--- src/resc_pkg.sv ---
`timescale 1ns / 1ps

package resc_pkg;

    typedef enum logic [1:0] {
        ST_OK          = 2'd0,
        ST_UNSUPPORTED = 2'd1,
        ST_EXHAUSTED   = 2'd2,
        ST_RANGE       = 2'd3
    } status_t;

    localparam logic OP_START  = 1'b0;
    localparam logic OP_HEADER = 1'b1;

    localparam logic [1:0] CFG_MAX_HEADERS        = 2'd0;
    localparam logic [1:0] CFG_MAX_NAME_BYTES     = 2'd1;
    localparam logic [1:0] CFG_MAX_HEADER_PAYLOAD = 2'd2;
    localparam logic [1:0] CFG_MAX_TOTAL_BYTES    = 2'd3;

    localparam logic [6:0]  RST_MAX_HEADERS        = 7'd64;
    localparam logic [31:0] RST_MAX_NAME_BYTES     = 32'd32767;
    localparam logic [31:0] RST_MAX_HEADER_PAYLOAD = 32'd1048576;
    localparam logic [31:0] RST_MAX_TOTAL_BYTES    = 32'd1048576;

    // Largest byte string length the format can carry
    localparam logic [31:0] LEN_LIMIT = 32'h7FFF_FFFF;

    typedef struct packed {
        logic        op;
        logic [7:0]  attributes;
        logic [63:0] ts_delta;
        logic [31:0] offset_delta;
        logic [7:0]  header_count;
        logic        key_present;
        logic [31:0] key_length;
        logic        value_present;
        logic [31:0] value_length;
        logic [31:0] name_length;
    } item_t;

    typedef struct packed {
        logic [6:0]  max_headers;
        logic [31:0] max_name_bytes;
        logic [31:0] max_header_payload;
        logic [31:0] max_total_bytes;
    } limits_t;

    // Record totals handed to the final sizing stage
    typedef struct packed {
        status_t     status;
        logic [47:0] body;
        logic [31:0] header_payload;
    } snap_t;

    // LEB128 byte count: one byte per started group of 7 bits
    function automatic logic [3:0] varint_len(input logic [63:0] v);
        logic [3:0] n;
        n = 4'd1;
        for (int k = 1; k < 10; k++) begin
            if ((v >> (7 * k)) != 64'd0) begin
                n = 4'(k + 1);
            end
        end
        return n;
    endfunction

endpackage

--- src/resc_accum.sv ---
`timescale 1ns / 1ps

module resc_accum
    import resc_pkg::*;
#(
    parameter int MAX_HEADERS = 64
)
(
    input  logic    clk,
    input  logic    rst_n,
    input  logic    step,
    input  item_t   item,
    input  limits_t lim,
    output logic    emit,
    output snap_t   snap
);

    localparam logic [7:0] HDR_CAP = 8'(MAX_HEADERS);

    logic [47:0] body_total_reg, body_total_next;
    logic [31:0] hp_total_reg, hp_total_next;
    logic [7:0]  headers_left_reg, headers_left_next;
    status_t     first_error_reg, first_error_next;
    logic        record_open_reg, record_open_next;

    // Record start sizing
    logic [63:0] zz;
    logic [7:0]  hdr_limit;
    logic [31:0] key_size;
    logic [31:0] val_bytes;
    logic [33:0] start_sum;
    status_t     start_err;

    // Header sizing
    logic [32:0] payload;
    logic [33:0] hsum;
    logic [31:0] hval_bytes;
    logic [48:0] hbody;
    status_t     hdr_err;

    always_comb
    begin
        zz = {item.ts_delta[62:0], 1'b0} ^ {64{item.ts_delta[63]}};
        hdr_limit = ({1'b0, lim.max_headers} < HDR_CAP) ? {1'b0, lim.max_headers} : HDR_CAP;
        key_size = item.key_present
            ? 32'(varint_len({31'd0, item.key_length, 1'b0})) + item.key_length
            : 32'd1;
        val_bytes = item.value_present
            ? 32'(varint_len({31'd0, item.value_length, 1'b0})) + item.value_length
            : 32'd1;
        start_sum = 34'd1
            + 34'(varint_len(zz))
            + 34'(varint_len({32'd0, item.offset_delta}))
            + 34'(varint_len({56'd0, item.header_count}))
            + 34'(key_size)
            + 34'(val_bytes);

        priority if (item.attributes != 8'd0)
            start_err = ST_UNSUPPORTED;
        else if (item.header_count > hdr_limit)
            start_err = ST_EXHAUSTED;
        else if (item.key_present && (item.key_length > LEN_LIMIT))
            start_err = ST_RANGE;
        else if (item.value_present && (item.value_length > LEN_LIMIT))
            start_err = ST_RANGE;
        else
            start_err = ST_OK;
    end

    always_comb
    begin
        payload = {1'b0, item.name_length}
            + (item.value_present ? {1'b0, item.value_length} : 33'd0);
        hsum = {2'd0, hp_total_reg} + {1'b0, payload};
        // an absent header value still costs its one-byte null length
        hval_bytes = val_bytes;
        hbody = {1'b0, body_total_reg}
            + 49'(varint_len({32'd0, item.name_length}))
            + 49'(item.name_length)
            + 49'(hval_bytes);

        priority if (item.name_length > lim.max_name_bytes)
            hdr_err = ST_EXHAUSTED;
        else if (payload > {1'b0, lim.max_header_payload})
            hdr_err = ST_EXHAUSTED;
        else if (hsum > {2'd0, lim.max_header_payload})
            hdr_err = ST_EXHAUSTED;
        else if (item.value_present && (item.value_length > LEN_LIMIT))
            hdr_err = ST_RANGE;
        else if (hbody[48])
            hdr_err = ST_RANGE;
        else
            hdr_err = ST_OK;
    end

    always_comb
    begin
        body_total_next   = body_total_reg;
        hp_total_next     = hp_total_reg;
        headers_left_next = headers_left_reg;
        first_error_next  = first_error_reg;
        record_open_next  = record_open_reg;
        emit              = 1'b0;

        if (item.op == OP_START) begin
            body_total_next   = (start_err == ST_OK) ? {14'd0, start_sum} : 48'd0;
            hp_total_next     = 32'd0;
            first_error_next  = start_err;
            headers_left_next = item.header_count;
            record_open_next  = (item.header_count != 8'd0);
            emit              = (item.header_count == 8'd0);
        end
        else if (record_open_reg) begin
            if (first_error_reg == ST_OK) begin
                first_error_next = hdr_err;
                if (hdr_err == ST_OK) begin
                    body_total_next = hbody[47:0];
                    hp_total_next   = hsum[31:0];
                end
            end
            headers_left_next = headers_left_reg - 8'd1;
            if (headers_left_reg == 8'd1) begin
                emit             = 1'b1;
                record_open_next = 1'b0;
            end
        end

        snap.status         = first_error_next;
        snap.body           = body_total_next;
        snap.header_payload = hp_total_next;
    end

    always_ff @(posedge clk or negedge rst_n)
    begin
        if (!rst_n) begin
            body_total_reg   <= '0;
            hp_total_reg     <= '0;
            headers_left_reg <= '0;
            first_error_reg  <= ST_OK;
            record_open_reg  <= 1'b0;
        end
        else if (step) begin
            body_total_reg   <= body_total_next;
            hp_total_reg     <= hp_total_next;
            headers_left_reg <= headers_left_next;
            first_error_reg  <= first_error_next;
            record_open_reg  <= record_open_next;
        end
    end

`ifndef NO_ASSERTIONS
    a_open_has_headers: assert property (@(posedge clk) disable iff (!rst_n)
        record_open_reg |-> headers_left_reg != 8'd0)
        else $error("open record with no headers left");

    a_closed_no_headers: assert property (@(posedge clk) disable iff (!rst_n)
        !record_open_reg |-> headers_left_reg == 8'd0)
        else $error("closed record still counts headers");

    a_error_freezes_body: assert property (@(posedge clk) disable iff (!rst_n)
        (step && item.op == OP_HEADER && first_error_reg != ST_OK)
        |=> $stable(body_total_reg) && $stable(hp_total_reg))
        else $error("totals moved after a sticky error");
`endif

endmodule

--- config.mk ---
export PLATFORM = sky130hd
export DESIGN_NAME = resc_accum
export DESIGN_NICKNAME = d
export VERILOG_FILES = /design/src/resc_pkg.sv /design/src/resc_accum.sv
export SDC_FILE = /design/constraint.sdc
export NUM_CORES = 1
export LEC_CHECK = 0
export BUFFER_PORTS_ARGS = -buffer_cell sky130_fd_sc_hd__buf_4
export CAP_MARGIN = 10
export CORE_MARGIN = 4
export CORE_UTILIZATION = 51
export CTS_CLUSTER_DIAMETER = 30
export CTS_CLUSTER_SIZE = 12
export DETAILED_ROUTE_END_ITERATION = 7
export PLACE_DENSITY = 0.86
export SYNTH_ARGS = -nofsm -noshare
export SYNTH_HDL_FRONTEND = slang
export SYNTH_SLANG_ARGS = --single-unit
export TNS_END_PERCENT = 100
--- constraint.sdc ---
create_clock -name clk -period 11.4 [get_ports clk]
set_input_delay 1.14 -clock clk [delete_from_list [all_inputs] [get_ports clk]]
set_output_delay 1.14 -clock clk [all_outputs]
set_load 0.05 [all_outputs]
; ---- After elaboration in Yosys (flattened, before gate mapping)
; Cells that the tools add are included.
[classes]
add_sub_neg = 13
magnitude_cmp = 7
eq_ne = 2
muxes = 59
bitwise_logic = 1
reduce_logical = 33
[ops]
columns = operator, n
row1 = $reduce_bool 64->1, 24
row2 = $mux 32, 7
row3 = $mux 48, 4
row4 = $add 49x32->49, 2
row5 = $add 3x32->32, 2
row6 = $gt 32x31->1 const B, 2
row7 = $xor 64x64->64, 1
row8 = $add 48x3->49, 1
row9 = $mux 2, 23
row10 = $mux 3, 12
row11 = $add 32x33->34, 1
row12 = $add 33x32->34, 1
row13 = $gt 34x32->1, 1
row14 = $mux 34, 1
row15 = $add 32x32->33, 1
row16 = $add 7x32->33, 1
row17 = $gt 33x32->1, 1
row18 = $gt 32x32->1, 1
row19 = $mux 8, 2
row20 = $reduce_bool 8->1, 2
row21 = $mux 4, 3
row22 = $eq 8x1->1 const B, 1
row23 = $gt 8x7->1, 1
row24 = $logic_not 8->1, 1
row25 = 11 further kinds, 19
[totals]
register_bits = 91
input_bits = 317
output_inout_bits = 83
wordCells = 120

; ---- Longest topological paths before layout
[logic_depth]
word_depth = 18
depth_mapped = 39
ltp_nobuf = 35

; ---- Least setup slack after synthesis
; Ideal clock, no wire load.
[synth_path]
kind = input port to output port
start = input port item[64] (netlist bit)
end = output port snap[36] (netlist bit)
arrival_time_ns = 9.193
required_time_ns = 10.260
path_slack_ns = 1.067
path_stages = 36
n_path_buf = 4
path_cell_list = clkbuf_1 -> clkbuf_1 -> and2_1 -> ha_1 -> a21o_1 -> a21o_1 -> a221o_1 -> a221o_1 -> a41oi_1 -> o21ai_0 -> or2_2 -> xor2_1 -> ha_1 -> nor2b_1 -> o21ai_0 -> nand2b_1 -> a21o_1 -> a21oi_1 -> o21ai_0 -> a311oi_1 -> xor2_1 -> inv_1 -> ha_1 -> a211oi_1 -> o21ai_1 -> or4_1 -> a211o_1 -> a211oi_2 -> o311ai_1 -> a2111oi_4 -> nand3_2 -> buf_2 -> clkbuf_1 -> nor2_1 -> a21oi_1 -> o21ai_0
[synth_rtl]
columns = item, line
row1 = "start, declared", resc_accum.sv:12  ; input item_t item,
row2 = "end, declared", resc_accum.sv:15  ; output snap_t snap

==> run summary <==
Total Power = 2.11 mW
Latest clock arrival within the worst-skew pair = 0.38 ns
Unrepaired setup endpoints after global routing = false
Nets = 3557
CTS Root Cell = clkbuf_16
Min-delay src = body_total_reg[0]
Syn Inst Count = 2522
Yosys warning total = 0
CP Data Arrival Time = 9.93 ns
Sequential fraction of the synthesis area = 11.7%
CTS tree = built
Worst Setup SP = item[64]
Port bufs = 354
DP Cell Count = 3327
GPL Wtd Cong = 1.02
Avg Inst Size Synth = 7.69 µm²
Simple-gate share of the synthesized area = 21.5%
Clock skew = 0.0132 ns
Max_cap viols = 0
Max incr delay on CP = 0.47 ns
First-pass GRT wire length = 102000 µm
Clock sinks = 91
Worst endpoint required time = 10.26 ns
Hold buffers post-CTS = 0
Gr usage total = 30.3%
Pre-antenna DRT Iters = 6
Initial antenna violation count = 2
Synth cell count leaders = ha_1, nand2_1, inv_1, a21oi_1, nor2_1
Seq cells post-synth = 91
Reg2reg setup slack = 4.01 ns
Slew HR = 34.3%
GR Util met3 = 3.55%
CP max-delay cell = or4_1
Largest net degree at the start of global routing = 82
Final setup margin = 0.326 ns
Pre-CTS setup slack = 0.357 ns
Number of synthesized flops with an enable pin = 0
GR met2 Demand/Resource = 50.6%
Share of cells above drive strength 1 = 14.9%
Clock-pin slew on the worst setup and hold paths = 0.08 ns
Crit end category = output port
Leak pwr = 11.7 nW
Worst hold slack = 0.490 ns
M1 GR Usage = 40.8%
Synth-to-layout area growth = 17.7%
Reg2Reg Launch Point = hp_total_reg[1]
Top-count cell post-synth = ha_1
Vias in the first global route = 19800
Xor/xnor share of the synthesized area = 8.58%
Routed WL per cell = 19.3 µm
DR iter-0 viols = 1574
Total grt overflow = 0
Finished Core Util = 60.8%
Fillers = 3291
Core footprint = 37600 µm²
Nature of the critical path startpoint = primary input
Final setup TNS = 0 ns
Die ar. = 41200 µm²
Adder-cell share of the synthesized area = 28.4%
Final min period = 11.07 ns
Max FFs per register = 48
IO Count = 400
FP Rows = 71
Max IR drop VDD = 0.0843 mV
Routed Antenna Nets = 0
DP Wirelength = 53200 µm
Final setup fails = 0
Compound-Gate Fraction of Synth Area = 23.1%
Worst Hold Class = register to register
Fmax = 90.3 MHz
TritonCTS buffer count = 9
Main combinational cell family by area after synthesis = adder cells
Die W = 203 µm
Synth area leaders = ha_1, dfrtp_1, xnor2_1
Clock Path Buffers = 2
Slew @ Worst Pin = 0.985 ns
Via density = 6.01
Htree depth = 3
Synthesized area = 19400 µm²
CP delay by family, top = compound AO/OA/AOI/OAI gates
Primary FF master, synth = dfrtp_1
Crit path max fanout = 32
GRT Max-Usage Layer = met2
Area share of the leading cell type in the synthesized netlist = 23.4%
DRT Wirelength = 64600 µm
Post-synthesis async set-or-reset flop share = 100%
Dpl cell area = 22500 µm²
Crit-path most repeated cell = buf_4
Max-slew violations = 0
Initial core utilization = 51.6%
Fin area = 22800 µm²
Hold Violations, Final = 0
Power per cell area = 92.2 nW/µm²
Final worst-path cycle share = 97.1%
DRC viols = 0
Post-Syn Nets = 3250
Mux contribution to synthesized area = 0.929%
Bufs and invs on worst path = 6
Status = finished clean
Worst Setup Path Type = primary input to output port
Synth area leader = ha_1
Die H = 203 µm
Finished Layout Cells = 3346
Vias = 20100
Cell variety after synth = 79
layer usage:
metal | wire (µm) | share of wire, %
met1 | 27300 | 42
met2 | 29500 | 46
met3 | 5410 | 8.4
met4 | 2380 | 3.7
met5 | 13 | 0.020
path summary, 6_finish.rpt:
check	endpoint	cells past startpoint
worst max-delay path	snap[1]	38
worst min-delay path	body_total_reg[0]	2
worst max register to register	body_total_reg[32]	26
worst min register to register	body_total_reg[0]	2
max in group asynchronous	first_error_reg[0]	2
min in group asynchronous	hp_total_reg[2]	1
cells by family (layout without fill, tap and decap cells):
| family | after synthesis | in the layout |
|---|---|---|
| and+or+nand+nor | 837 | 837 |
| AOI/OAI and AO/OA | 687 | 687 |
| adders and majority gates | 411 | 411 |
| buffers and inverters | 288 | 600 |
| xor gates and xnor gates | 190 | 190 |
| DFF | 91 | 91 |
| muxes | 18 | 18 |
| other | 0 | 1 |
layout make-up:
cell class / instances / area [µm²] / area share, %
Sequential cell: 91 / 2280 / 9.97
Tap cell: 511 / 639 / 2.80
Clock inverter: 7 / 67.6 / 0.296
Antenna cell: 1 / 2.50 / 0.0110
Timing Repair Buffer: 372 / 2810 / 12.3
Inverter: 212 / 796 / 3.48
Clock buffer: 9 / 225 / 0.986
Multi-Input combinational cell: 2143 / 16000 / 70.2
where the power goes:
group | internal (mW) | leakage, nW | switching, mW
clock network | 0.156 | 0.142 | 0.176
logic | 0.566 | 10.3 | 0.827
registers | 0.349 | 1.22 | 0.0333
total | 1.07 | 11.7 | 1.04
layout by cell type (no fill, tap or decap), types with 79 or more instances in the layout:
master | synthesis | final
a21o_1 | 84 | 84
a21oi_1 | 206 | 205
and2_1 | 79 | 79
buf_4 | 1 | 371
dfrtp_1 | 91 | 91
ha_1 | 363 | 363
inv_1 | 211 | 210
nand2_1 | 249 | 249
nor2_1 | 162 | 161
o21ai_0 | 136 | 135
xnor2_1 | 131 | 131
what timing repair did:
| action | in CTS | in global routing |
|---|---|---|
| setup endpoints to repair | 0 | 48 |
| buffers inserted | 0 | 2 |
| hold endpoints to repair | 0 | 0 |
| resized for setup | 0 | 3 |
worst register-to-register path: cells and delay by family, from the launching register on:
| kind | cells | cell delay, ns |
|---|---|---|
| XOR/XNOR | 1 | 0.29 |
| adder cells (fa/ha/maj) | 2 | 0.64 |
| buffers and inverters | 4 | 0.90 |
| AND/OR/NAND/NOR | 2 | 0.87 |
| AO/OA/AOI/OAI | 17 | 4.15 |
| flip-flops | 1 | 0.43 |
Power figures use the tool's default switching activity.
